==> config.mk <==
export PLATFORM = sky130hd
export DESIGN_NAME = spfp_queue
export DESIGN_NICKNAME = d
export VERILOG_FILES = /design/src/hw/rtl/spfp_pkg.sv /design/src/hw/rtl/spfp_queue.sv
export SDC_FILE = /design/constraint.sdc
export NUM_CORES = 1
export LEC_CHECK = 0
export ABC_AREA = 1
export ABC_CLOCK_PERIOD_IN_PS = 3050
export BUFFER_PORTS_ARGS = -buffer_cell sky130_fd_sc_hd__clkbuf_2
export CAP_MARGIN = 20
export CORE_ASPECT_RATIO = 2
export CORE_MARGIN = 2
export CORE_UTILIZATION = 25
export CTS_CLUSTER_SIZE = 10
export DETAILED_ROUTE_END_ITERATION = 7
export PLACE_DENSITY = 0.48
export SYNTH_ARGS = -nofsm -noshare
export SYNTH_HDL_FRONTEND = slang
export SYNTH_SLANG_ARGS = --single-unit
==> constraint.sdc <==
create_clock -name clk -period 3.05 [get_ports clk]
set_clock_uncertainty 0.2 [all_clocks]
set_input_delay 0.4575 -clock clk [delete_from_list [all_inputs] [get_ports clk]]
set_output_delay 0.4575 -clock clk [all_outputs]
set_load 0.01 [all_outputs]
==> src/hw/rtl/spfp_pkg.sv <==
package spfp_pkg;

	localparam int MAX_BINS     = 1024;
	localparam int BIN_AW       = $clog2(MAX_BINS);
	localparam int CNT_W        = BIN_AW + 1;
	localparam int MAX_FORMANTS = 64;
	localparam int FMT_W        = 7;
	localparam int POW_W        = 32;
	localparam int Q_DEPTH      = 4;
	localparam int Q_AW         = $clog2(Q_DEPTH);

	// divider geometry: quotient always fits in DIV_QW bits
	localparam int DIV_NW = 80;
	localparam int DIV_DW = 34;
	localparam int DIV_QW = 48;
	localparam int DIV_CW = $clog2(DIV_QW + 1);

	localparam logic [1:0] REG_BIN_SPACING = 2'd0;
	localparam logic [1:0] REG_TOP_FREQ    = 2'd1;
	localparam logic [1:0] REG_MAX_FMT     = 2'd2;

	typedef struct packed {
		logic [POW_W-1:0] power;
		logic             last;
	} bin_t;

	typedef struct packed {
		logic [31:0]      spacing;
		logic [31:0]      top_freq;
		logic [FMT_W-1:0] limit;
	} cfg_t;

	typedef enum logic [4:0] {
		ST_LOAD,
		ST_INIT,
		ST_RD1,
		ST_RD2,
		ST_GETR,
		ST_TEST,
		ST_SQ,
		ST_DIV1,
		ST_DIV2,
		ST_FHZ,
		ST_FCAP,
		ST_RSTART,
		ST_XCHK,
		ST_XNB,
		ST_XDIV,
		ST_XHZ,
		ST_XHZ2,
		ST_BW,
		ST_NEXT,
		ST_FIN
	} scan_state_t;

endpackage

==> src/hw/rtl/spfp_queue.sv <==
module spfp_queue
	import spfp_pkg::*;
(
	input  logic clk,
	input  logic arst_n,
	input  logic push,
	input  bin_t din,
	input  logic pop,
	output bin_t dout,
	output logic empty
);

	bin_t            slots_q [Q_DEPTH];
	logic [Q_AW-1:0] wr_ptr_q;
	logic [Q_AW-1:0] rd_ptr_q;
	logic [Q_AW:0]   fill_q;

	always_ff @(posedge clk or negedge arst_n) begin
		if (!arst_n) begin
			wr_ptr_q <= '0;
			rd_ptr_q <= '0;
			fill_q   <= '0;
		end else begin
			if (push) begin
				wr_ptr_q <= wr_ptr_q + 1'b1;
			end
			if (pop) begin
				rd_ptr_q <= rd_ptr_q + 1'b1;
			end
			if (push && !pop) begin
				fill_q <= fill_q + 1'b1;
			end else if (pop && !push) begin
				fill_q <= fill_q - 1'b1;
			end
		end
	end

	always_ff @(posedge clk) begin
		if (push) begin
			slots_q[wr_ptr_q] <= din;
		end
	end

	assign dout  = slots_q[rd_ptr_q];
	assign empty = (fill_q == '0);

endmodule

After elaboration in Yosys (flattened, before gate mapping)
Memories as Yosys holds them, arrays and structs flattened.
Index checks and enable logic that the tools add are counted.

word-level totals
  memories kept = 1
  flip-flop bits (word level) = 7
  memory bits (writable) = 132
  bits of input ports = 37
  output and inout port bits = 34

operators by class
  reduce and logical (&&, ||, !) cells = 6
  add/sub/neg operators = 4
  mux-type cells = 4

memories
  name     depth  bits a word  read ports  clocked after Yosys merged registers in  wr ports  RTL line          text
  slots_q  4      33           1           0                                        1         spfp_queue.sv:13  bin_t slots_q [Q_DEPTH];

operators by type and width
  cell                 number
  $mux 3               2
  $add 2x1->2 const B  2
  $add 3x1->3 const B  1
  $logic_not 3->1      1
  $sub 3x1->3 const B  1
  $logic_and 1x1->1    2
  $logic_not 1->1      2
  $mux 1               2
  $reduce_bool 2->1    1

Longest topological paths before layout
Gate-level depths: netlist of the first run.

  depth in word-level cells = 4
  depth in mapped cells = 9
  mapped depth without buffers = 9

Least setup slack after synthesis of the first run
No wires, ideal clock.

  path type = in2reg
  from = in push
  to = mem slots_q[1][0] (netlist name) (enable)
  stages = 3
  required time = 2462 ps
  setup slack = 1064 ps
  arrival time = 1398 ps
  path through = clkbuf_1 nand2_1 inv_1

between the ends
  word-level cells in the longest chain between the ends = 2

ends and longest elaborated chain
  item                          RTL line          text
  start, declared               spfp_queue.sv:6   input logic push,
  $mux 1                        spfp_queue.sv:39  if (push) begin
  $mux 1 (not written as such)  spfp_queue.sv:40  slots_q[wr_ptr_q] <= din;
  end, declared                 spfp_queue.sv:13

No other way between the ends.

==> results.md, run 1 <==
* Status: completed
* Worst path slowest cell: dfrtp_4
* Fin worst setup slack at 0.449 ns
* Post-layout util at 0.309
* Final worst path period share at 0.853
* Cell row count at 79
* Share of the yosys chip area belonging to registers at 0.704
* DRC viols at 0
* Total die area at 0.0248 mm2
* Initial antenna violation count at 0
* Hold endpoint: rd_ptr_q[0]
* Core ar. at 0.0232 mm2
* Simple-Gate Fraction of Synth Area at 0.0828
* Synth-to-Final Area Change at 22.2%
* Fillers at 2,311
* Max clock buf depth at 2
* Vias/cell at 4.13
* Total gr overflow at 0
* Worst setup EP type: output pin
* Peak supply drop at 464 uV
* Num CTS Buffers at 17
* I/O Buffers at 70
* Buffer and inverter count on the worst path at 2
* Die Y at 221 um
* Largest net degree at the start of global routing at 53
* Area occupied by multi-input gates at 0.00127 mm2
* Synthesis Warnings at 0
* Hold path cells at 2
* Pins Over Slew Limit at 0
* Count of different cell masters after synthesis at 21
* Cell mode on critical path: nand2_1
* Min Clock Period, post-route at 2.60 ns
* NumNets Final at 554
* Post-CTS sizing at 0
* Ranking of synthesized cells by area: edfxtp_1 67%, o211ai_2 7.0%, nand2_1 5.9%
* Area leader, netlist: edfxtp_1
* Clock-pin slew on the worst setup and hold paths at 0.06 ns
* Switching part of the total at 0.336
* Initial Util at 0.253
* First-pass GRT wire length at 19,500 um
* Post-place setup slack at 0.865 ns
* Post-Syn Nets at 475
* Worst path top cell family by delay: flip-flops
* HP Class: primary input to register
* LEAKAGE at 2.92 nW
* #FFs+latches synth at 139
* Logic pwr share at 0.322
* Number of global-route vias before repair at 3,604
* Avg WL per Cell at 15.5 um
* Mux contribution to synthesized area at 0
* Reg area at 0.00414 mm2
* Vias at 3,331
* Clk network pwr share at 0.302
* Htree depth at 4
* Slew at the pin closest to its max-slew limit at 0.609 ns
* CP startpoint kind: register
* DRT iter0 DRCs at 130
* Latest clock arrival within the worst-skew pair at 0.42 ns
* CP Cell Sequence: buf_12, nand2_1, o211ai_1, nand2_1, clkbuf_2
* Hold buffers post-CTS at 1
* Max Fclk at 384 MHz
* Overall Global Routing Usage at 0.106
* Reg power frac at 0.376
* Chip width at 112 um
* Critical path arrival at 1.94 ns
* Clock sink count at 139
* RSZ-0062 raised after global routing: false
* Number of setup buffers added after CTS at 0
* Data required, critical path at 2.39 ns
* Final WL at 12,500 um
* Reg2Reg Depth at 5
* Crit Path Max Fanout at 52
* R2R Setup Slk at 1.11 ns
* Share of layout cells above drive strength 1 at 0.324
* Sw power at 0.00243 W
* Syn_area_per_cell at 13.6 um2
* XOR/XNOR share of the synthesized area at 0.00596
* Compound-Gate Fraction of Synth Area at 0.113
* Hold Crit Start: pop
* Post-DRT Antenna Nets at 0
* P_int at 0.00481 W
* Adder-cell area share of the yosys netlist at 0.0140
* Io pins at 71
* DP Wirelength at 8280 um
* Critical path type: register to output pin
* Main combinational cell family by area after synthesis: compound AO/OA/AOI/OAI gates
* Syn Inst Count at 432
* Total negative slack at 0 ns
* Clock tree from TritonCTS: built
* Synth top area share at 0.674
* Max-cap viol count at 0
* Antenna diodes at 0
* DRT Pass-1 Iters at 4
* Pwr Density at 1010 mW/mm2
* Endpoints failing setup at 0
* Endpoints failing hold at 0
* Slew headroom at 0.594
* Worst r2r src: wr_ptr_q[1]
* Reg2reg end: slots_q[1][12]
* Final Wtd Congestion at 0.730
* Max incr delay on CP at 0.73 ns
* Root buffer cell: clkbuf_16
* Syn Std Cell Area at 0.00588 mm2
==> synth_stat cells <==
master,instances
buf_8,1
o211ai_2,33
o21ai_1,1
edfxtp_1,132
buf_4,3
fa_1,1
nand4_1,1
dfrtp_1,7
nand2_1,92
nor3_1,1
nand2_2,20
clkinv_2,1
inv_1,77
xnor2_1,1
xor2_1,3
nand3_1,1
buf_6,7
o211ai_1,33
buf_2,11
ha_1,5
clkbuf_1,1
==> logic make-up after synthesis <==
logic type,after synthesis
XOR/XNOR,4
AND/OR/NAND/NOR,115
adder cells (fa/ha/maj),6
buffers and inverters,101
flip-flops,139
AO/OA/AOI/OAI,67
==> cells in the final DEF, fill, tap and decap left out, types with 3 or more instances in the layout <==
master       n
nand2_1     92
buf_4        9
clkbuf_1     4
buf_12       3
dfrtp_1      5
clkbuf_2    70
nand2_2     20
clkbuf_8     4
inv_1       73
inv_2        4
xor2_1       3
clkbuf_16   17
clkinv_2     3
ha_1         5
o211ai_1    33
o211ai_2    33
edfxtp_1   132
bufinv_16    4
==> power groups by stage <==
stage	logic, W	registers (W)	clock network [W]
finish	0.00233	0.00272	0.00219
detailed placement	0.00242	0.00277	0
CTS	0.00243	0.00273	0.00225
global route	0.00260	0.00276	0.00233
global placement	0.00238	0.00275	0
floorplan	0.00170	0.00264	0
==> state kept, by name (all words and copies together), names as in the netlist <==
signal and cells:
slots_q 132, fill_q 3, rd_ptr_q 2, wr_ptr_q 2
==> per-stage QoR <==
| stage | total power (W) | hold slack (ns) | instance area, um2 | std cells |
|---|---|---|---|---|
| 2_1_floorplan | 0.00434 | -0.0381 | 5880 | 432 |
| 4_1_cts | 0.00741 | 0.0287 | 7180 | 807 |
| 5_1_grt | 0.00769 | 0.0366 | 7180 | 807 |
| 3_3_place_gp | 0.00513 | 0.116 | 6540 | 774 |
| 6_report | 0.00724 | 0.0578 | 7180 | 807 |
| 3_5_place_dp | 0.00519 | 0.116 | 6540 | 774 |
==> layout make-up <==
class                   count  area share
clock buffers              25      0.0690
clock inverters             7      0.0192
inverters                  78      0.0409
multi-input cells         192       0.177
flip-flops and latches    139       0.577
well taps                 283      0.0493
repair buffers             83      0.0679
==> routing by layer <==
layer / global-route usage / routed length [um] / vias to the layer above
li1: - / - / 1643
met1: 0.103 / 4580 / 1627
met2: 0.201 / 7200 / 48
met3: 0.0310 / 453 / 13
met4: 0.0496 / 246 / 0
met5: 0 / 0 / -
==> worst register-to-register path, cell delays in order (launching register included) <==
cell,delay [ns]
dfrtp_1,0.40
inv_1,0.10
ha_1,0.15
nand2_1,0.05
inv_2,0.45
buf_4,0.29
==> how the worst max path moves through the flow <==
stage,startpoint,to,cells after the start
finish,rd_ptr_q[0],dout[4],5
global route,rd_ptr_q[0],dout[4],5
CTS,rd_ptr_q[0],dout[4],5
detailed placement,rd_ptr_q[0],dout[4],5
global placement,rd_ptr_q[0],dout[4],5
floorplan,push,slots_q[1][0],3
Note: power is estimated with default switching activity, not from simulation.
==> inputs of run 2 (changes only) <==
--- a/config.mk
+++ b/config.mk
@@ -14,6 +14,7 @@
 export CORE_UTILIZATION = 25
 export CTS_CLUSTER_SIZE = 10
 export DETAILED_ROUTE_END_ITERATION = 7
+export MAX_ROUTING_LAYER = met4
 export PLACE_DENSITY = 0.48
 export SYNTH_ARGS = -nofsm -noshare
 export SYNTH_HDL_FRONTEND = slang
==> run 2 against run 1 <==
  * Critical path depth unchanged
  * Via count up 0.18%
  * Worst setup slack gained 0.00051 ns
==> results.md, run 2 (synthesized netlist as in run 1, its figures left out) <==
* Hold path cells at 2
* Final WL at 12,500 um
* Io pins at 71
* Critical path arrival at 1.94 ns
* Cell mode on critical path: nand2_1
* Htree depth at 4
* Pins Over Slew Limit at 0
* Reg2reg end: slots_q[1][12]
* I/O Buffers at 70
* Peak supply drop at 465 uV
* Flip-flop count of the largest register after layout at 132
* Initial antenna violation count at 0
* Worst r2r src: wr_ptr_q[1]
* First-pass GRT wire length at 19,500 um
* Chip width at 112 um
* RSZ-0062 raised after global routing: false
* Post-DRT Antenna Nets at 0
* Top Registers: slots_q x132, fill_q x3
* Core ar. at 0.0232 mm2
* Slew headroom at 0.597
* Die Y at 221 um
* Latest clock arrival within the worst-skew pair at 0.41 ns
* Hold Crit Start: pop
* Slew at the pin closest to its max-slew limit at 0.604 ns
* Dpl cells at 774
* Max Fclk at 385 MHz
* Share of layout cells above drive strength 1 at 0.324
* Final worst path period share at 0.853
* Endpoints failing hold at 0
* Max clock buf depth at 2
* Vias/cell at 4.14
* R2R Setup Slk at 1.11 ns
* Endpoints failing setup at 0
* Pwr Density at 1010 mW/mm2
* Antenna diodes at 0
* Num CTS Buffers at 17
* Total gr overflow at 0
* LEAKAGE at 2.92 nW
* Biggest register: slots_q
* Initial Util at 0.253
* Hold endpoint: rd_ptr_q[0]
* Most frequent cells in the layout: 132 x edfxtp_1, 92 x nand2_1, 73 x inv_1
* Cell row count at 79
* Max incr delay on CP at 0.73 ns
* Number of setup buffers added after CTS at 0
* Clock-pin slew on the worst setup and hold paths at 0.06 ns
* Avg WL per Cell at 15.5 um
* Vias at 3,337
* Crit Path Max Fanout at 52
* Total die area at 0.0248 mm2
* Clock sink count at 139
* Total negative slack at 0 ns
* DRT Pass-1 Iters at 4
* Non-Filler Instances at 807
* Critical path type: register to output pin
* Root buffer cell: clkbuf_16
* DRT iter0 DRCs at 116
* Max-cap viol count at 0
* Buffer and inverter count on the worst path at 2
* Status: completed
* Clock tree from TritonCTS: built
* Min Clock Period, post-route at 2.60 ns
* Reg2Reg Depth at 5
* Number of global-route vias before repair at 3,598
* DRC viols at 0
* NumNets Final at 554
* Commonest non-fill, non-tap cell in the layout: edfxtp_1
* Worst setup EP type: output pin
* HP Class: primary input to register
* Largest net degree at the start of global routing at 53
* CP startpoint kind: register
* Worst path top cell family by delay: flip-flops
* Final Wtd Congestion at 0.739
* Worst path slowest cell: dfrtp_4
* DP Wirelength at 8280 um
* Overall Global Routing Usage at 0.109
* Data required, critical path at 2.39 ns
* Synth-to-Final Area Change at 22.2%
* CP Cell Sequence: buf_12, nand2_1, o211ai_1, nand2_1, clkbuf_2
## run 2: where the power goes
| part | switching [W] | internal [W] |
|---|---|---|
| registers | 0.000210 | 0.00251 |
| logic | 0.00149 | 0.000845 |
| clock network | 0.000732 | 0.00145 |
## run 2: cell type report
class                   instances  area, um2
clock buffers                  25        495
clock inverters                 7        138
fillers                      2311      16000
inverters                      78        294
multi-input cells             192       1270
flip-flops and latches        139       4140
well taps                     283        354
repair buffers                 83        488
## run 2: how the worst max path moves through the flow
stage | cells after the start | endpoint | slack, ns | from
2_1_floorplan | 3 | slots_q[1][0] | 1.06 | push
3_3_place_gp | 5 | dout[4] | 0.88 | rd_ptr_q[0]
3_5_place_dp | 5 | dout[4] | 0.86 | rd_ptr_q[0]
4_1_cts | 5 | dout[4] | 0.39 | rd_ptr_q[0]
5_1_grt | 5 | dout[4] | 0.31 | rd_ptr_q[0]
6_report | 5 | dout[2] | 0.45 | rd_ptr_q[0]
## run 2: repair_timing
action                                  in CTS  in global routing
hold buffers                                 1                  0
endpoints found under the hold margin        7                  0
resized for setup                            0                  0
endpoints found under the setup margin       0                  0
## run 2: metal layers
| layer | vias up | global-route usage | routed length (um) |
|---|---|---|---|
| met1 | 1632 | 0.104 | 4660 |
| li1 | 1645 | - | - |
| met2 | 46 | 0.201 | 7250 |
| met5 | - | - | 0 |
| met4 | 0 | 0.0496 | 229 |
| met3 | 14 | 0.0293 | 368 |
## run 2: metrics by stage
| step | utilization | power [W] | hold WS [ns] | area (um2) | setup slack [ns] |
|---|---|---|---|---|---|
| 2_1_floorplan | - | 0.00434 | -0.0381 | 5880 | 1.06 |
| 3_5_place_dp | 0.282 | 0.00519 | 0.116 | 6540 | 0.865 |
| 6_report | 0.309 | 0.00724 | 0.0584 | 7180 | 0.449 |
| 5_1_grt | 0.309 | 0.00769 | 0.0355 | 7180 | 0.314 |
| 3_3_place_gp | 0.282 | 0.00513 | 0.116 | 6540 | 0.878 |
| 4_1_cts | 0.309 | 0.00741 | 0.0287 | 7180 | 0.392 |
==> inputs of run 3 (changes only) <==
--- a/config.mk
+++ b/config.mk
@@ -5,7 +5,6 @@
 export SDC_FILE = /design/constraint.sdc
 export NUM_CORES = 1
 export LEC_CHECK = 0
-export ABC_AREA = 1
 export ABC_CLOCK_PERIOD_IN_PS = 3050
 export BUFFER_PORTS_ARGS = -buffer_cell sky130_fd_sc_hd__clkbuf_2
 export CAP_MARGIN = 20
@@ -16,6 +15,7 @@
 export DETAILED_ROUTE_END_ITERATION = 7
 export MAX_ROUTING_LAYER = met4
 export PLACE_DENSITY = 0.48
+export RECOVER_POWER = 100
 export SYNTH_ARGS = -nofsm -noshare
 export SYNTH_HDL_FRONTEND = slang
 export SYNTH_SLANG_ARGS = --single-unit
==> run 3 against run 2 <==
  * The run now ends with max-capacitance violations, max-slew violations left
  * Clock-buffer cell count down 8
  * Sequential power is 1% lower
  * Highest routed layer unchanged
  * Wire length decreased by 16%
  * Die area shrank 11%
  * Critical path depth down 1
  * Synthesized area shrank 12%
  * Non-clock buffer count fell by 4
==> results.md, run 3 <==
* Avg WL per Cell at 18.2 um
* Final WL at 10,500 um
* Synth-to-Final Area Change at 24.8%
* Max clock buf depth at 2
* Critical path type: register to register
* #FFs+latches synth at 139
* Syn Std Cell Area at 0.00520 mm2
* Post-DRT Antenna Nets at 0
* DRT iter0 DRCs at 99
* DRT Pass-1 Iters at 4
* Syn Inst Count at 206
* Number of setup buffers added after CTS at 0
* Vias at 2,346
* Endpoints failing hold at 0
* Count leader, synth: edfxtp_1
* Buffer and inverter count on the worst path at 2
* Num CTS Buffers at 17
* Overall Global Routing Usage at 0.105
* Latest clock arrival within the worst-skew pair at 0.41 ns
* Peak supply drop at 316 uV
* Synth top area share at 0.762
* DR WL met3 at 369 um
* Most common flop cell mapped by yosys: edfxtp_1
* WL met1 at 3780 um
* Core ar. at 0.0205 mm2
* Largest net degree at the start of global routing at 22
* Initial Util at 0.254
* Max Fclk at 380 MHz
* Max-cap viol count at 3
* Reg2Reg Depth at 4
* Data required, critical path at 2.96 ns
* Crit. Startpoint: wr_ptr_q[0]
* Post-layout util at 0.317
* Pwr Density at 998 mW/mm2
* Fin worst setup slack at 0.422 ns
* Total die area at 0.0220 mm2
* End point of the critical path: slots_q[0][25]
* Worst path top cell family by delay: simple AND/OR/NAND/NOR gates
* Status: finished, violations left
* Clock sink count at 139
* Count of different cell masters after synthesis at 18
* EDFF count, synth at 132
* Chip width at 106 um
* Min Clock Period, post-route at 2.63 ns
* Synthesis Warnings at 0
* Pins Over Slew Limit at 53
* Worst path slowest cell: and2_0
* Share of layout cells above drive strength 1 at 0.239
* CP Cell Sequence: inv_1, ha_1, and2_0, buf_12
* Endpoints failing setup at 0
* DRC viols at 0
* Critical path arrival at 2.54 ns
* Async SR Flop Fraction at 0.0504
* Syn_area_per_cell at 25.2 um2
* Number of global-route vias before repair at 2,648
* Slew at the pin closest to its max-slew limit at 1.56 ns
* NumNets Final at 339
* Flip-flop count of the largest register after layout at 132
* Post-DP Area at 0.00592 mm2
* Clock-pin slew on the worst setup and hold paths at 0.06 ns
* CP startpoint kind: register
* Ranking of synthesized cells by area: edfxtp_1 76%, mux4_2 12%, dfrtp_1 3.4%
* Area occupied by multi-input gates at 955 um2
* Vias/cell at 4.07
* Reg2reg end: slots_q[0][25]
* Io pins at 71
* Initial antenna violation count at 1
* Most frequent cells in the layout: 132 x edfxtp_1, 66 x clkbuf_1, 28 x mux4_2
* Final Wtd Congestion at 0.718
* Final worst path period share at 0.862
* Crit Path Max Fanout at 18
* Biggest register: slots_q
* Top Registers: slots_q x132, fill_q x3
* Share of the yosys chip area belonging to registers at 0.796
* Root buffer cell: clkbuf_16
* LEAKAGE at 2.09 nW
* DP Wirelength at 6840 um
* Slew headroom at -0.0426
* Synth top cells by count: 132 x edfxtp_1, 28 x mux4_2, 7 x dfrtp_1
* Max incr delay on CP at 1.17 ns
* Post-route cell area at 0.00649 mm2
* Worst r2r src: wr_ptr_q[0]
* R2R Setup Slk at 0.42 ns
* DR WL met2 at 6000 um
* First-pass GRT wire length at 15,900 um
* Commonest non-fill, non-tap cell in the layout: edfxtp_1
* RSZ-0062 raised after global routing: false
* Reg area at 0.00414 mm2
* DR top layer: met4
* Worst setup EP type: register
* Total gr overflow at 0
* Cell row count at 74
* Failing checks: max-capacitance violations, max-slew violations
* Fillers at 1,963
* Clock tree from TritonCTS: built
* Critical path depth at 4
* Total negative slack at 0 ns
* Post-place setup slack at 0.821 ns
* Post-Syn Nets at 249
* Die Y at 208 um
* Htree depth at 4
* Minimum hold slack at 0.101 ns
* I/O Buffers at 70
* Area leader, netlist: edfxtp_1
* HP Class: primary input to register
[run 3: changes by cell type in the layout (fill, tap and decap cells not counted), moves of 6 or more]
cell      delta
nand2_1     -90
inv_1       -69
clkbuf_2    -66
clkbuf_1    +62
o211ai_1    -33
o211ai_2    -33
mux4_2      +28
nand2_2     -20
buf_4        -6
[run 3: timing repair]
item | CTS | global route
endpoints found under the hold margin | 7 | 0
resized for setup | 0 | 0
hold buffers | 1 | 0
[run 3: cell type report]
cell class                      instances  area share
Sequential cell                       139       0.638
Multi-Input combinational cell         55       0.147
Clock buffer                           17      0.0656
Timing Repair Buffer                   79      0.0617
Tap cell                              266      0.0513
Clock inverter                         15      0.0334
Inverter                                4     0.00231
Antenna cell                            1    0.000386
[run 3: cell families after synthesis]
logic type / synth area share
flip-flops: 0.796
multiplexers: 0.149
buffers and inverters: 0.0205
AND/OR/NAND/NOR: 0.00794
XOR/XNOR: 0.0101
adder cells (fa/ha/maj): 0.0159
AO/OA/AOI/OAI: 0.000962
[run 3: layer usage]
layer,up-vias,track usage
met5,-,-
met4,0,0.0644
met3,16,0.0279
met2,51,0.184
met1,1234,0.101
li1,1045,-
[run 3: how the worst min path moves through the flow]
stage	from	cells past startpoint	endpoint	slack, ns
floorplan	arst_n	0	fill_q[0]	-0.04
global placement	arst_n	1	fill_q[2]	0.12
detailed placement	arst_n	1	fill_q[2]	0.12
CTS	din[27]	1	slots_q[1][27]	0.04
global route	din[2]	1	slots_q[2][2]	0.10
finish	din[15]	1	slots_q[0][15]	0.10
[run 3: per-stage QoR]
stage / power (W) / instances
6_report: 0.00648 / 576
5_1_grt: 0.00679 / 576
4_1_cts: 0.00668 / 575
2_1_floorplan: 0.00380 / 206
3_5_place_dp: 0.00448 / 542
3_3_place_gp: 0.00445 / 542
[run 3: power by group]
group	total (W)	internal (W)	switching, W
registers	0.00268	0.00251	0.000162
clock network	0.00219	0.00138	0.000802
logic	0.00161	0.000739	0.000875
