`src/hw/rtl/spfp_pkg.sv`:
```
package spfp_pkg;

	localparam int MAX_BINS     = 1024;
	localparam int BIN_AW       = $clog2(MAX_BINS);
	localparam int CNT_W        = BIN_AW + 1;
	localparam int MAX_FORMANTS = 64;
	localparam int FMT_W        = 7;
	localparam int POW_W        = 32;
	localparam int Q_DEPTH      = 4;
	localparam int Q_AW         = $clog2(Q_DEPTH);

	// divider geometry: quotient always fits in DIV_QW bits
	localparam int DIV_NW = 80;
	localparam int DIV_DW = 34;
	localparam int DIV_QW = 48;
	localparam int DIV_CW = $clog2(DIV_QW + 1);

	localparam logic [1:0] REG_BIN_SPACING = 2'd0;
	localparam logic [1:0] REG_TOP_FREQ    = 2'd1;
	localparam logic [1:0] REG_MAX_FMT     = 2'd2;

	typedef struct packed {
		logic [POW_W-1:0] power;
		logic             last;
	} bin_t;

	typedef struct packed {
		logic [31:0]      spacing;
		logic [31:0]      top_freq;
		logic [FMT_W-1:0] limit;
	} cfg_t;

	typedef enum logic [4:0] {
		ST_LOAD,
		ST_INIT,
		ST_RD1,
		ST_RD2,
		ST_GETR,
		ST_TEST,
		ST_SQ,
		ST_DIV1,
		ST_DIV2,
		ST_FHZ,
		ST_FCAP,
		ST_RSTART,
		ST_XCHK,
		ST_XNB,
		ST_XDIV,
		ST_XHZ,
		ST_XHZ2,
		ST_BW,
		ST_NEXT,
		ST_FIN
	} scan_state_t;

endpackage

```
`src/hw/rtl/spfp_front.sv`:
```
module spfp_front
	import spfp_pkg::*;
(
	input  logic               clk,
	input  logic               arst_n,
	input  logic               accept,
	input  logic signed [15:0] real_part,
	input  logic signed [15:0] imag_part,
	input  logic               last_bin,
	output logic               push,
	output bin_t               entry
);

	logic signed [31:0] re_sq;
	logic signed [31:0] im_sq;
	logic               valid_s1;
	bin_t               entry_s1;

	assign re_sq = real_part * real_part;
	assign im_sq = imag_part * imag_part;

	always_ff @(posedge clk or negedge arst_n) begin
		if (!arst_n) begin
			valid_s1 <= 1'b0;
		end else begin
			valid_s1 <= accept;
		end
	end

	always_ff @(posedge clk) begin
		if (accept) begin
			entry_s1.power <= $unsigned(re_sq) + $unsigned(im_sq);
			entry_s1.last  <= last_bin;
		end
	end

	assign push  = valid_s1;
	assign entry = entry_s1;

endmodule

```
`config.mk`:
```
export PLATFORM = sky130hd
export DESIGN_NAME = spfp_front
export DESIGN_NICKNAME = d
export VERILOG_FILES = /design/src/hw/rtl/spfp_pkg.sv /design/src/hw/rtl/spfp_front.sv
export SDC_FILE = /design/constraint.sdc
export NUM_CORES = 1
export LEC_CHECK = 0
export BUFFER_PORTS_ARGS = -buffer_cell sky130_fd_sc_hd__buf_4
export CELL_PAD_IN_SITES_DETAIL_PLACEMENT = 0
export CELL_PAD_IN_SITES_GLOBAL_PLACEMENT = 1
export CORE_UTILIZATION = 40
export CTS_CLUSTER_DIAMETER = 50
export DETAILED_ROUTE_END_ITERATION = 8
export PLACE_DENSITY = 0.72
export SYNTH_ARGS = -nofsm -noshare
export SYNTH_HDL_FRONTEND = slang
export SYNTH_SLANG_ARGS = --single-unit
```
`constraint.sdc`:
```
create_clock -name clk -period 0.8 [get_ports clk]
set_clock_uncertainty 0.1 [all_clocks]
set_input_delay 0.08 -clock clk [delete_from_list [all_inputs] [get_ports clk]]
set_output_delay 0.08 -clock clk [all_outputs]
set_load 0.1 [all_outputs]
```
* Yosys cells after proc, flatten, opt, wreduce, memory -nomap -nowiden
Cells that the tools add are included.
** Cells by class
- Add/sub/neg operators :: 1
- Multipliers :: 2
** Operators by type and width (number)
- multiplier 16 x 16 -> 32 bit :: 2
- adder 32 bit :: 1
** Storage, ports and cells
- Bits in registers :: 34
- Input port bits :: 36
- Logic and storage cells :: 6

* Longest topological paths before layout
Gate-level depths: netlist of run 1.
- Word-level depth :: 2
- Depth in mapped cells :: 26
- Depth with buffers taken out :: 25

* Worst setup path after synthesis of run 1
Ideal clock, no wire load.
- Path type :: input to register
- Start :: in imag_part[15]
- End :: reg entry_s1, in the netlist entry[30], data pin
- Library setup time :: 259 ps
- Arrival :: 6844 ps
- Data required time :: 441 ps
- Path slack :: -6403 ps
- Cell stages on the path :: 23
- Buffers on the path :: 2
- Cell sequence :: clkbuf_1 > clkbuf_1 > nand2_1 > fa_1 > inv_1 > fa_1 > inv_1 > fa_1 > inv_1 > fa_1 > fa_1 > fa_1 > fa_1 > inv_1 > fa_1 > inv_1 > ha_1 > a21o_1 > a211o_1 > a22o_1 > a311oi_1 > nor2_1 > xnor2_1
** Between the ends
- Cells in the longest elaborated chain, start to end :: 2
** Ends and longest elaborated chain
- start, declared :: line spfp_front.sv:8 : input logic signed [15:0] imag_part,
- multiplier 16 x 16 -> 32 bit :: line spfp_front.sv:20 : assign im_sq = imag_part * imag_part;
- adder 32 bit :: line spfp_front.sv:32 : entry_s1.power <= $unsigned(re_sq) + $unsigned(im_sq);
- end, declared :: line spfp_front.sv:17 : bin_t entry_s1;
Every way passes these cells.
A chain may end at the register's enable or synchronous reset.

* Worst setup path after layout of run 1
- Start :: in real_part[15]
- End :: reg entry_s1, in the netlist entry[31], data pin
** Between the ends
- Cells in the longest elaborated chain, start to end :: 2
** Ends and longest elaborated chain
- start, declared :: line spfp_front.sv:7 : input logic signed [15:0] real_part,
- multiplier 16 x 16 -> 32 bit :: line spfp_front.sv:19 : assign re_sq = real_part * real_part;
- adder 32 bit :: line spfp_front.sv:32
Every way passes these cells.

==> impl_results.md, run 1 <==
* H-Tree Depth at 2
* Number of CTS-inserted buffers at 5
* Average via count per standard cell at 4.575
* RD Place Congestion at 0.8671
* Adder and majority gate portion of the synthesized area at 65.77%
* Clock tree from TritonCTS: done
* Startpoint kind of the worst setup timing path: input pin
* Count of maximum capacitance violations at 0
* Gate Count Post-Synth at 1882
* Routed wire length per instance at 15.76 µm
* Post-route antenna net violation count at 0
* Post-detailed-route DRC marker count at 0
* Post-Syn Area per Cell at 9.928 µm²
* Actual transition at the worst max-transition pin at 0.4107 ns
* Final hold violation count at 0
* Violated checks: setup timing
* Detailed-routing iteration count for the pre-antenna-repair pass at 7
* Core footprint at 0.04577 mm²
* Effective utilization at floorplan at 40.82%
* Max-slew violation total from the final report at 0
* Number of different library cells in the post-synthesis netlist at 50
* Number of clock sinks at 34
* Die Y at 218.1 µm
* Area Overhead vs Synth at 27.86%
* Routed wire length at 44680 µm
* Max frequency at 0.1559 GHz
* Count of routing violations after the opening detailed-route iteration at 451
* Max clock buf depth at 2
* Fillers at 4131
* Total nets after synthesis at 2587
* Floorplan die area at 0.04758 mm²
* Fraction of registers with async set or reset after synthesis at 2.941%
* Number of top-level pins at 70
* Final core utilization at 52.20%
* Total global-route track usage at 20.28%
* Unrepaired setup endpoints after global routing: yes
* Setup crit end kind: flip-flop
* Complex-gate fraction of the synthesized area at 3.040%
* Layout cells sized above 1 at 26.71%
* Data arrival time of the worst path at 6.46 ns
* Worst setup path class: input pin to flip-flop
* Post-synthesis share of cell area spent on and, or, nand and nor gates at 8.906%
* Slew margin rel. at 72.33%
* Maximum number of pins on one net before global-route repair at 20
* FP Rows at 78
* Multi-input combinational cell area at 0.01601 mm²
* Count of port buffers added during placement at 69
* Detailed placement HPWL at 40580 µm
* Largest family of logic cells by synthesized area: adder cells
* Worst-path clk slew at 0.06 ns
* Total grt overflow at 0
* Via count of the first global-routing pass at 15389
* Flip-flop cell with the highest count after synthesis: sky130_fd_sc_hd__edfxtp_1
* Number of diodes at 0
* Class of the most critical hold timing path: input pin to asynchronous set/reset pin
* Run status: finished, violations left
* EDFF count, synth at 33
* Count of yosys warnings during synthesis at 0
* Area of the mapped netlist at 0.01869 mm²
* Worst setup slack after layout at -5.614 ns
* Ratio of final minimum period to clock period at 801.7%
* Buffer type at the clock tree root: sky130_fd_sc_hd__clkbuf_16
* Cell types with the largest area share after synthesis: sky130_fd_sc_hd__fa_1 (56%), sky130_fd_sc_hd__inv_1 (13%), sky130_fd_sc_hd__ha_1 (9.8%), sky130_fd_sc_hd__edfxtp_1 (5.3%), sky130_fd_sc_hd__and2_1 (3.0%)
* Maximum fanout count along the critical path at 5
* Die X at 218.1 µm
* Net count, final at 2939
* XOR/XNOR Fraction of Synth Area at 2.632%
* Mux share of post-synthesis cell area at 0.1741%
* Antenna violations before repair at 0
* Wire length of the first global-routing pass at 74510 µm
* Number of vias after detailed routing at 12971
* Count of endpoints failing setup in the final report at 65
* Seq/Total Area, Yosys at 5.437%
* Data required time of the worst path at 0.85 ns
* Cell type with the largest total area after synthesis: sky130_fd_sc_hd__fa_1
* Storage element area at 0.001020 mm²
* Top cell type's share of synthesized area at 55.93%
* Clock period minus worst slack at 6.414 ns
* FF+latch count, synth at 34
-- kinds of logic after synthesis --
kind of cell    Yosys count
compound gates           80
simple gates            345
fa+ha+maj               669
flops                    34
mux                       3
xor+xnor                 52
buf+inv                 699
-- metal layers --
layer	GRT usage (%)	vias up	share of wire [%]
li1	-	6001	-
met1	22.67	6780	37
met4	4.779	0	2.6
met2	40.99	139	58
met5	0	-	0
met3	1.378	51	1.9
-- layout by cell type (no fill, tap or decap), types with 6 or more instances in the layout --
cell type and count:
sky130_fd_sc_hd__nand2b_1 8, sky130_fd_sc_hd__fa_2 25, sky130_fd_sc_hd__nor2_1 31, sky130_fd_sc_hd__a21oi_1 11, sky130_fd_sc_hd__nor2b_1 15, sky130_fd_sc_hd__buf_12 20, sky130_fd_sc_hd__and2_4 12, sky130_fd_sc_hd__ha_1 118
sky130_fd_sc_hd__nand3_1 6, sky130_fd_sc_hd__nand2_4 7, sky130_fd_sc_hd__fa_1 497, sky130_fd_sc_hd__a21oi_2 10, sky130_fd_sc_hd__xor2_1 10, sky130_fd_sc_hd__buf_6 69, sky130_fd_sc_hd__a21o_1 12, sky130_fd_sc_hd__nor2_2 13
sky130_fd_sc_hd__inv_2 33, sky130_fd_sc_hd__nand2_1 119, sky130_fd_sc_hd__ha_4 27, sky130_fd_sc_hd__xnor2_1 31, sky130_fd_sc_hd__and2_1 77, sky130_fd_sc_hd__xnor2_2 6, sky130_fd_sc_hd__nand2_2 20, sky130_fd_sc_hd__buf_4 285
sky130_fd_sc_hd__inv_1 623, sky130_fd_sc_hd__buf_8 11, sky130_fd_sc_hd__edfxtp_1 33
-- repair_timing --
item	CTS	global route
hold endpoints to repair	2	2
buffers inserted	14	8
setup endpoints to repair	66	64
resized for setup	194	76
hold buffers	1	1
pin swaps	52	47
-- state kept, by name (all words and copies together), names as in the netlist --
signal and flops:
entry 33, push 1
-- final timing paths --
path / startpoint / end / slack, ns / cells past startpoint
max: real_part[15] / entry[31] / -5.61 / 24
min: arst_n / push / 0.01 / 2
max in group asynchronous: arst_n / push / 0.50 / 2
min in group clk: accept / push / 0.02 / 2
-- cell type report --
type	instances	share of cell area, %
Tap cell	600	3.142
Sequential cell	34	4.268
Clock inverter	2	0.03666
Clock buffer	6	0.5394
Multi-Input combinational cell	1149	67.02
Inverter	657	10.34
Timing Repair Buffer	387	14.66
-- cells in the mapped netlist (2+ instances only) --
master	instances
sky130_fd_sc_hd__mux2_2	2
sky130_fd_sc_hd__o21bai_1	4
sky130_fd_sc_hd__nand3b_1	2
sky130_fd_sc_hd__a31o_2	3
sky130_fd_sc_hd__or3_1	3
sky130_fd_sc_hd__inv_1	657
sky130_fd_sc_hd__a31oi_1	2
sky130_fd_sc_hd__fa_1	522
sky130_fd_sc_hd__nor2_1	48
sky130_fd_sc_hd__edfxtp_1	33
sky130_fd_sc_hd__xnor2_1	37
sky130_fd_sc_hd__a211oi_2	2
sky130_fd_sc_hd__a211o_1	5
sky130_fd_sc_hd__and3_1	7
sky130_fd_sc_hd__ha_1	147
sky130_fd_sc_hd__or2_2	5
sky130_fd_sc_hd__a21oi_1	23
sky130_fd_sc_hd__nand4_1	2
sky130_fd_sc_hd__o21ai_2	2
sky130_fd_sc_hd__o311a_1	2
sky130_fd_sc_hd__nor3_1	6
sky130_fd_sc_hd__nand2b_1	8
sky130_fd_sc_hd__a311oi_1	2
sky130_fd_sc_hd__nor2b_1	18
sky130_fd_sc_hd__o21a_1	4
sky130_fd_sc_hd__nand2_1	146
sky130_fd_sc_hd__o21ai_0	9
sky130_fd_sc_hd__xor2_1	12
sky130_fd_sc_hd__a21o_1	12
sky130_fd_sc_hd__nand3_1	7
sky130_fd_sc_hd__clkbuf_1	41
sky130_fd_sc_hd__and2_1	91
-- worst max-delay path, stage by stage --
cell and delay [ns]:
sky130_fd_sc_hd__buf_8 0.08, sky130_fd_sc_hd__clkinvlp_4 0.18, sky130_fd_sc_hd__buf_6 0.18, sky130_fd_sc_hd__fa_1 0.52
sky130_fd_sc_hd__inv_1 0.05, sky130_fd_sc_hd__fa_1 0.53, sky130_fd_sc_hd__inv_1 0.05, sky130_fd_sc_hd__fa_1 0.46
sky130_fd_sc_hd__fa_1 0.54, sky130_fd_sc_hd__inv_1 0.05, sky130_fd_sc_hd__fa_1 0.46, sky130_fd_sc_hd__fa_1 0.48
sky130_fd_sc_hd__fa_1 0.49, sky130_fd_sc_hd__inv_1 0.05, sky130_fd_sc_hd__fa_1 0.53, sky130_fd_sc_hd__inv_2 0.06
sky130_fd_sc_hd__ha_4 0.29, sky130_fd_sc_hd__nand3_4 0.09, sky130_fd_sc_hd__nor3_4 0.20, sky130_fd_sc_hd__o311a_4 0.26
sky130_fd_sc_hd__o21ai_4 0.07, sky130_fd_sc_hd__a311o_1 0.40, sky130_fd_sc_hd__a211o_1 0.27, sky130_fd_sc_hd__nand3_1 0.08
-- per-stage QoR --
stage	setup slack [ns]	setup TNS (ns)	cells	hold WS, ns	area (µm²)
CTS	-5.602	-151.21	2831	-0.1238	23600
detailed placement	-6.098	-156.04	2809	-0.2432	22570
finish	-5.614	-151.09	2835	0.01083	23890
global placement	-5.967	-154.53	2809	-0.2448	22570
floorplan	-5.593	-147.12	1882	-0.3156	19290
global route	-5.817	-157.30	2835	-0.002474	23890
Power of run 1 is left out: the tool's default activity adds up to more than one toggle a clock period on the data nets, which glitch-free logic cannot reach.
==> run 2, diff against run 1 <==
==> constraint.sdc (replaced) <==
create_clock -name clk -period 8.03 [get_ports clk]
set_clock_uncertainty 0.1 [all_clocks]
set_input_delay 0.803 -clock clk [delete_from_list [all_inputs] [get_ports clk]]
set_output_delay 0.803 -clock clk [all_outputs]
set_load 0.1 [all_outputs]
==> run 2 against run 1 <==
The flow now finishes without violations. Die area did not move. First-iteration DRC count fell by 2.4%. Largest cell class unchanged. Final cell count fell by 10%. Wire length fell by 8.4%. Critical path depth did not move. Sequential share of layout area rose by 0.76 points. Setup slack improved by 5.8 ns. Cell area fell by 15%. Hold slack improved by 0.17 ns. Critical path type unchanged. Count of clock-buffer cells in the layout fell by 1. Non-clock buffer count fell by 292.
==> impl_results.md, run 2 (synthesized netlist as in run 1, its figures left out) <==
* Run status: finished, final reports clean
* Post-route antenna net violation count at 0 (unchanged)
* Die Y at 218.1 µm (unchanged)
* Most frequent standard cell in the layout excluding fill and tap cells: sky130_fd_sc_hd__inv_1
* Number of clock sinks at 34 (unchanged)
* Via count of the first global-routing pass at 13485 (-12%)
* Max-slew violation total from the final report at 0 (unchanged)
* H-Tree Depth at 2 (unchanged)
* Antenna violations before repair at 0 (unchanged)
* Effective utilization at floorplan at 40.82% (unchanged)
* Routed wire length per instance at 16.10 µm (+2.2%)
* Data arrival time of the worst path at 7.72 ns (+1.26 ns)
* Setup crit end kind: flip-flop
* Detailed placement HPWL at 37040 µm (-8.7%)
* RD Place Congestion at 0.8942 (+3.1%)
* Max clock buf depth at 2 (unchanged)
* Startpoint kind of the worst setup timing path: input pin
* Max frequency at 0.1283 GHz
* Buffer type at the clock tree root: sky130_fd_sc_hd__clkbuf_16
* Number of vias after detailed routing at 11995 (-7.5%)
* Number of diodes at 0 (unchanged)
* Total global-route track usage at 18.35% (-1.9 points)
* Most used cells in the layout excluding fill and tap cells: sky130_fd_sc_hd__inv_1 (656), sky130_fd_sc_hd__fa_1 (522), sky130_fd_sc_hd__ha_1 (147)
* Layout cells sized above 1 at 6.382% (-20 points)
* Actual transition at the worst max-transition pin at 0.6388 ns (+0.2281 ns)
* Routed wire length at 40950 µm (-8.4%)
* Slew margin rel. at 57.15% (-15 points)
* Die X at 218.1 µm (unchanged)
* Largest register FFs at 33 (unchanged)
* Final hold violation count at 0 (unchanged)
* Count of port buffers added during placement at 69 (unchanged)
* Worst-path clk slew at 0.06 ns (about the same)
* Net count, final at 2647 (-9.9%)
* Number of top-level pins at 70 (unchanged)
* Area of placed instances at 0.01997 mm² (-12%)
* Core footprint at 0.04577 mm² (unchanged)
* Count of routing violations after the opening detailed-route iteration at 440 (-2.4%)
* Floorplan die area at 0.04758 mm² (unchanged)
* FP Rows at 78 (unchanged)
* Area Overhead vs Synth at 8.149%
* Ratio of final minimum period to clock period at 97.07%
* Wire length of the first global-routing pass at 67250 µm (-9.7%)
* Maximum number of pins on one net before global-route repair at 35 (+75%)
* Total grt overflow at 0 (unchanged)
* Count of maximum capacitance violations at 0 (unchanged)
* Hold WS at 0.1798 ns (+0.1690 ns)
* Clock tree from TritonCTS: done
* Clock period minus worst slack at 7.794 ns
* Worst setup path class: input pin to flip-flop
* Hold-fix buffers, CTS at 0 (-1)
* Count of endpoints failing setup in the final report at 0 (-100%)
* Unrepaired setup endpoints after global routing: no
* Data required time of the worst path at 7.96 ns (+7.11 ns)
* Post-detailed-route DRC marker count at 0 (unchanged)
* Total non-filler cell area in the finished layout at 0.02021 mm² (-15%)
* Maximum fanout count along the critical path at 7 (+2)
* Detailed-routing iteration count for the pre-antenna-repair pass at 5 (-2)
* Number of CTS-inserted buffers at 5 (unchanged)
* Class of the most critical hold timing path: input pin to asynchronous set/reset pin
* Average via count per standard cell at 4.717 (+3.1%)
[run 2: area by class of cell]
cell class,count,area (µm²)
clock inverter,3,68.82
multi-input combinational,1149,15050
fill,4459,25560
inverter,657,2470
clock buffer,5,125.1
timing repair buffer,95,725.7
sequential,34,1016
tap,600,750.7
[run 2: worst max-delay path, cell delays in order]
cell	delay (ns)
sky130_fd_sc_hd__buf_4	0.15
sky130_fd_sc_hd__inv_1	0.27
sky130_fd_sc_hd__nor2_1	0.11
sky130_fd_sc_hd__fa_1	0.55
sky130_fd_sc_hd__fa_1	0.60
sky130_fd_sc_hd__inv_1	0.07
sky130_fd_sc_hd__fa_1	0.52
sky130_fd_sc_hd__inv_1	0.05
sky130_fd_sc_hd__fa_1	0.48
sky130_fd_sc_hd__fa_1	0.57
sky130_fd_sc_hd__fa_1	0.43
sky130_fd_sc_hd__fa_1	0.50
sky130_fd_sc_hd__inv_1	0.05
sky130_fd_sc_hd__fa_1	0.54
sky130_fd_sc_hd__inv_1	0.06
sky130_fd_sc_hd__ha_1	0.31
sky130_fd_sc_hd__nand3_1	0.12
sky130_fd_sc_hd__nor3_1	0.26
sky130_fd_sc_hd__a31oi_1	0.21
sky130_fd_sc_hd__buf_4	0.19
sky130_fd_sc_hd__o211ai_2	0.32
sky130_fd_sc_hd__a311oi_2	0.22
sky130_fd_sc_hd__nor2_1	0.24
sky130_fd_sc_hd__a211oi_2	0.09
[run 2: final timing paths]
path                         startpoint        end  slack (ns)  cells past startpoint
min in group clk               last_bin   entry[0]        0.59                      1
max                        real_part[9]  entry[32]        0.24                     24
max in group asynchronous        arst_n       push        7.57                      1
min                              arst_n       push        0.18                      1
[run 2: per-layer routing]
metal  track usage (%)  wire (µm)  up-vias
li1                  -          -     5424
met1             21.33      15060     6324
met2             34.67      23140      178
met3             1.754       1044       69
met4             6.690       1706        0
met5                 0          0        -
[run 2: metrics by stage]
| step | worst slack (ns) | std cells | utilization [%] | setup TNS [ns] |
|---|---|---|---|---|
| 3_3_place_gp | -0.07383 | 2532 | 43.63 | -0.1039 |
| 2_1_floorplan | 0.1042 | 1882 | - | 0 |
| 5_1_grt | 0.07047 | 2543 | 44.15 | 0 |
| 6_report | 0.2355 | 2543 | 44.15 | 0 |
| 4_1_cts | 0.1572 | 2540 | 44.05 | 0 |
| 3_5_place_dp | -0.1282 | 2532 | 43.63 | -0.2098 |
[run 2: repair_timing]
action / 4_1_cts / 5_1_grt
gates resized for setup: 0 / 2
endpoints found under the setup margin: 0 / 3
buffers inserted: 0 / 3
Power of run 2 is left out for the same reason.
==> run 3, diff against run 2 <==
--- a/config.mk
+++ b/config.mk
@@ -5,13 +5,15 @@
 export SDC_FILE = /design/constraint.sdc
 export NUM_CORES = 1
 export LEC_CHECK = 0
+export ABC_AREA = 1
 export BUFFER_PORTS_ARGS = -buffer_cell sky130_fd_sc_hd__buf_4
 export CELL_PAD_IN_SITES_DETAIL_PLACEMENT = 0
 export CELL_PAD_IN_SITES_GLOBAL_PLACEMENT = 1
 export CORE_UTILIZATION = 40
 export CTS_CLUSTER_DIAMETER = 50
 export DETAILED_ROUTE_END_ITERATION = 8
-export PLACE_DENSITY = 0.72
+export PLACE_DENSITY = 0.73
+export SLEW_MARGIN = 10
 export SYNTH_ARGS = -nofsm -noshare
 export SYNTH_HDL_FRONTEND = slang
 export SYNTH_SLANG_ARGS = --single-unit
==> run 3 against run 2 <==
Count of clock-buffer cells in the layout did not move. Wire length rose by 12%. Synthesized area rose by 3.3%. Non-clock buffer count fell by 11. Critical path depth fell by 1. Critical endpoint is now entry[30].
==> impl_results.md, run 3 <==
* Run status: finished, final reports clean
* Largest register FFs at 33 (unchanged)
* Via count of the first global-routing pass at 14844 (+10%)
* Routed wire length at 45710 µm (+12%)
* Max-slew violation total from the final report at 0 (unchanged)
* FP Rows at 80 (+2.6%)
* Cell types with the largest area share after synthesis: sky130_fd_sc_hd__fa_1 (54%), sky130_fd_sc_hd__inv_1 (15%), sky130_fd_sc_hd__ha_1 (9.5%), sky130_fd_sc_hd__nand2_1 (6.8%), sky130_fd_sc_hd__edfxtp_1 (5.1%)
* FF+latch count, synth at 34 (unchanged)
* Most common cell in the synthesized netlist: sky130_fd_sc_hd__inv_1
* Count of routing violations after the opening detailed-route iteration at 549 (+25%)
* Routed wire length per instance at 16.37 µm (+1.7%)
* Effective utilization at floorplan at 40.51% (-0.31 points)
* Storage element area at 0.001016 mm² (unchanged)
* Most heavily used metal layer in global routing: met2
* Detailed placement HPWL at 41340 µm (+12%)
* Count of yosys warnings during synthesis at 0 (unchanged)
* Number of instances resized during post-cts repair at 0 (unchanged)
* Post-Syn Area per Cell at 8.982 µm² (-9.5%)
* Hold-fix buffers, CTS at 0 (unchanged)
* Average via count per standard cell at 4.601 (-2.4%)
* Clock tree from TritonCTS: done
* RD Place Congestion at 0.8971 (+0.32%)
* Antenna violations before repair at 1 (+1)
* Floorplan die area at 0.04914 mm² (+3.3%)
* Fillers at 4676 (+4.9%)
* Total grt overflow at 0 (unchanged)
* Number of clock sinks at 34 (unchanged)
* Number of top-level pins at 70 (unchanged)
* Slew margin rel. at 57.88% (+0.73 points)
* Max frequency at 0.1340 GHz (+4.4%)
* Area Overhead vs Synth at 6.891%
* Post-CTS setup-driven buffer insertion count at 0 (unchanged)
* Final sum of negative setup slack at 0 ns (unchanged)
* Detailed-routing iteration count for the pre-antenna-repair pass at 7 (+2)
* Cell repeated most along the worst path: sky130_fd_sc_hd__fa_1
* Layout cells sized above 1 at 6.247% (-0.13 points)
* Seq/Total Area, Yosys at 5.263% (-0.17 points)
* Met1 demand-to-capacity share in global routing at 26.43% (+5.1 points)
* Flip-flop cell with the highest count after synthesis: sky130_fd_sc_hd__edfxtp_1
* Worst-path cell with the longest stage delay: sky130_fd_sc_hd__fa_1
* Wire length of the first global-routing pass at 77250 µm (+15%)
* Number of diodes at 0 (unchanged)
* Multi-input combinational cell area at 0.01508 mm² (+0.19%)
* Count of maximum capacitance violations at 0 (unchanged)
* Startpoint of the most critical setup path: imag_part[15]
* Met3 GRT Util at 3.287% (+1.5 points)
* Ratio of final minimum period to clock period at 92.93% (-4.1 points)
* Delay contributed by the slowest stage of the critical path at 0.81 ns (+0.21 ns)
* Total global-route track usage at 19.99% (+1.6 points)
* Count of port buffers added during placement at 69 (unchanged)
* Cells traversed along the worst timing path: buf_4 -> nand2_1 -> fa_1 -> inv_1 -> fa_1 -> inv_1 -> fa_1 -> inv_1 -> fa_1 -> fa_1 -> fa_1 -> fa_1 -> inv_1 -> fa_1 -> inv_1 -> ha_1 -> nand2_1 -> nor2_1 -> inv_1 -> nor3_1 -> nand3_1 -> nand3_1 -> xor2_1
* Unrepaired setup endpoints after global routing: no
* Data arrival time of the worst path at 7.39 ns (-0.33 ns)
* Maximum number of pins on one net before global-route repair at 35 (unchanged)
* H-Tree Depth at 2 (unchanged)
* Count of endpoints failing setup in the final report at 0 (unchanged)
* Cell type with the largest total area after synthesis: sky130_fd_sc_hd__fa_1
* Number of CTS-inserted buffers at 5 (unchanged)
* Maximum fanout count along the critical path at 10 (+3)
* Actual transition at the worst max-transition pin at 0.6299 ns (-0.008907 ns)
* Post-detailed-route DRC marker count at 0 (unchanged)
* Total nets after synthesis at 2854 (+10%)
* Clock period minus worst slack at 7.463 ns (-0.3319 ns)
* Startpoint kind of the worst setup timing path: input pin
* Class of the most critical hold timing path: input pin to asynchronous set/reset pin
* Number of vias after detailed routing at 12847 (+7.1%)
* Max clock buf depth at 2 (unchanged)
* Post-route antenna net violation count at 0 (unchanged)
* Top cell type's share of synthesized area at 54.14% (-1.8 points)
* Die X at 221.7 µm (+1.6%)
* Gate Count Post-Synth at 2149 (+14%)
* Worst setup path class: input pin to flip-flop
* Cell types with the highest counts after synthesis: sky130_fd_sc_hd__inv_1 (784), sky130_fd_sc_hd__fa_1 (522), sky130_fd_sc_hd__nand2_1 (352)
* Die Y at 221.7 µm (+1.6%)
* Area of the mapped netlist at 0.01930 mm² (+3.3%)
* GR met2 Demand/Resource at 34.87% (+0.20 points)
* Fraction of registers with async set or reset after synthesis at 2.941% (unchanged)
* Most used cells in the layout excluding fill and tap cells: sky130_fd_sc_hd__inv_1 (784), sky130_fd_sc_hd__fa_1 (522), sky130_fd_sc_hd__nand2_1 (352)
* Worst-path clk slew at 0.05 ns (about the same)
* Number of different library cells in the post-synthesis netlist at 37 (-26%)
* Count of buffer and inverter cells on the critical path at 7 (unchanged)
* Buffer type at the clock tree root: sky130_fd_sc_hd__clkbuf_16
* Setup crit end kind: flip-flop
* Core footprint at 0.04765 mm² (+4.1%)
* Final hold violation count at 0 (unchanged)
* Net count, final at 2881 (+8.8%)
* Data required time of the worst path at 7.96 ns (about the same)
* Most frequent standard cell in the layout excluding fill and tap cells: sky130_fd_sc_hd__inv_1
* EDFF count, synth at 33 (unchanged)
* Gate family responsible for the most delay along the worst path: adder cells
[run 3: logic make-up after synthesis]
family	share of synthesized area, %
flops	5.263
fa+ha+maj	63.67
buf+inv	16.61
simple gates	10.14
compound gates	2.282
xor+xnor	2.042
[run 3: cell type report]
cell class                      instances  share of cell area, %
Multi-Input combinational cell       1261                  73.09
Clock inverter                          3                 0.2183
Sequential cell                        34                  4.924
Timing Repair Buffer                   84                  3.056
Inverter                              790                  14.37
Clock buffer                            5                 0.6064
Tap cell                              615                  3.730
[run 3: layer usage]
layer	wire, µm	part of all wire, %	vias up
met5	13	0.028	-
met4	699	1.5	2
met3	2636	5.8	49
met2	22370	49	319
met1	20000	44	6486
li1	-	-	5991
[run 3: path summary, 6_finish.rpt]
kind / endpoint / slack, ns / depth (start not counted)
min: push / 0.19 / 1
max: entry[30] / 0.57 / 23
max in group asynchronous: push / 7.56 / 1
min in group clk: entry[0] / 0.60 / 1
[run 3: stage by stage]
step / utilization, % / hold slack (ns) / instances / setup WS [ns] / area, µm²
floorplan: - / 0.4074 / 2149 / 0.5866 / 19300
global placement: 42.95 / 0.4782 / 2784 / 0.2201 / 20460
detailed placement: 42.95 / 0.4796 / 2784 / 0.2275 / 20460
CTS: 43.30 / 0.1846 / 2792 / 0.5198 / 20630
global route: 43.30 / 0.1855 / 2792 / 0.1393 / 20630
finish: 43.30 / 0.1881 / 2792 / 0.5674 / 20630
Power of run 3 is left out for the same reason.
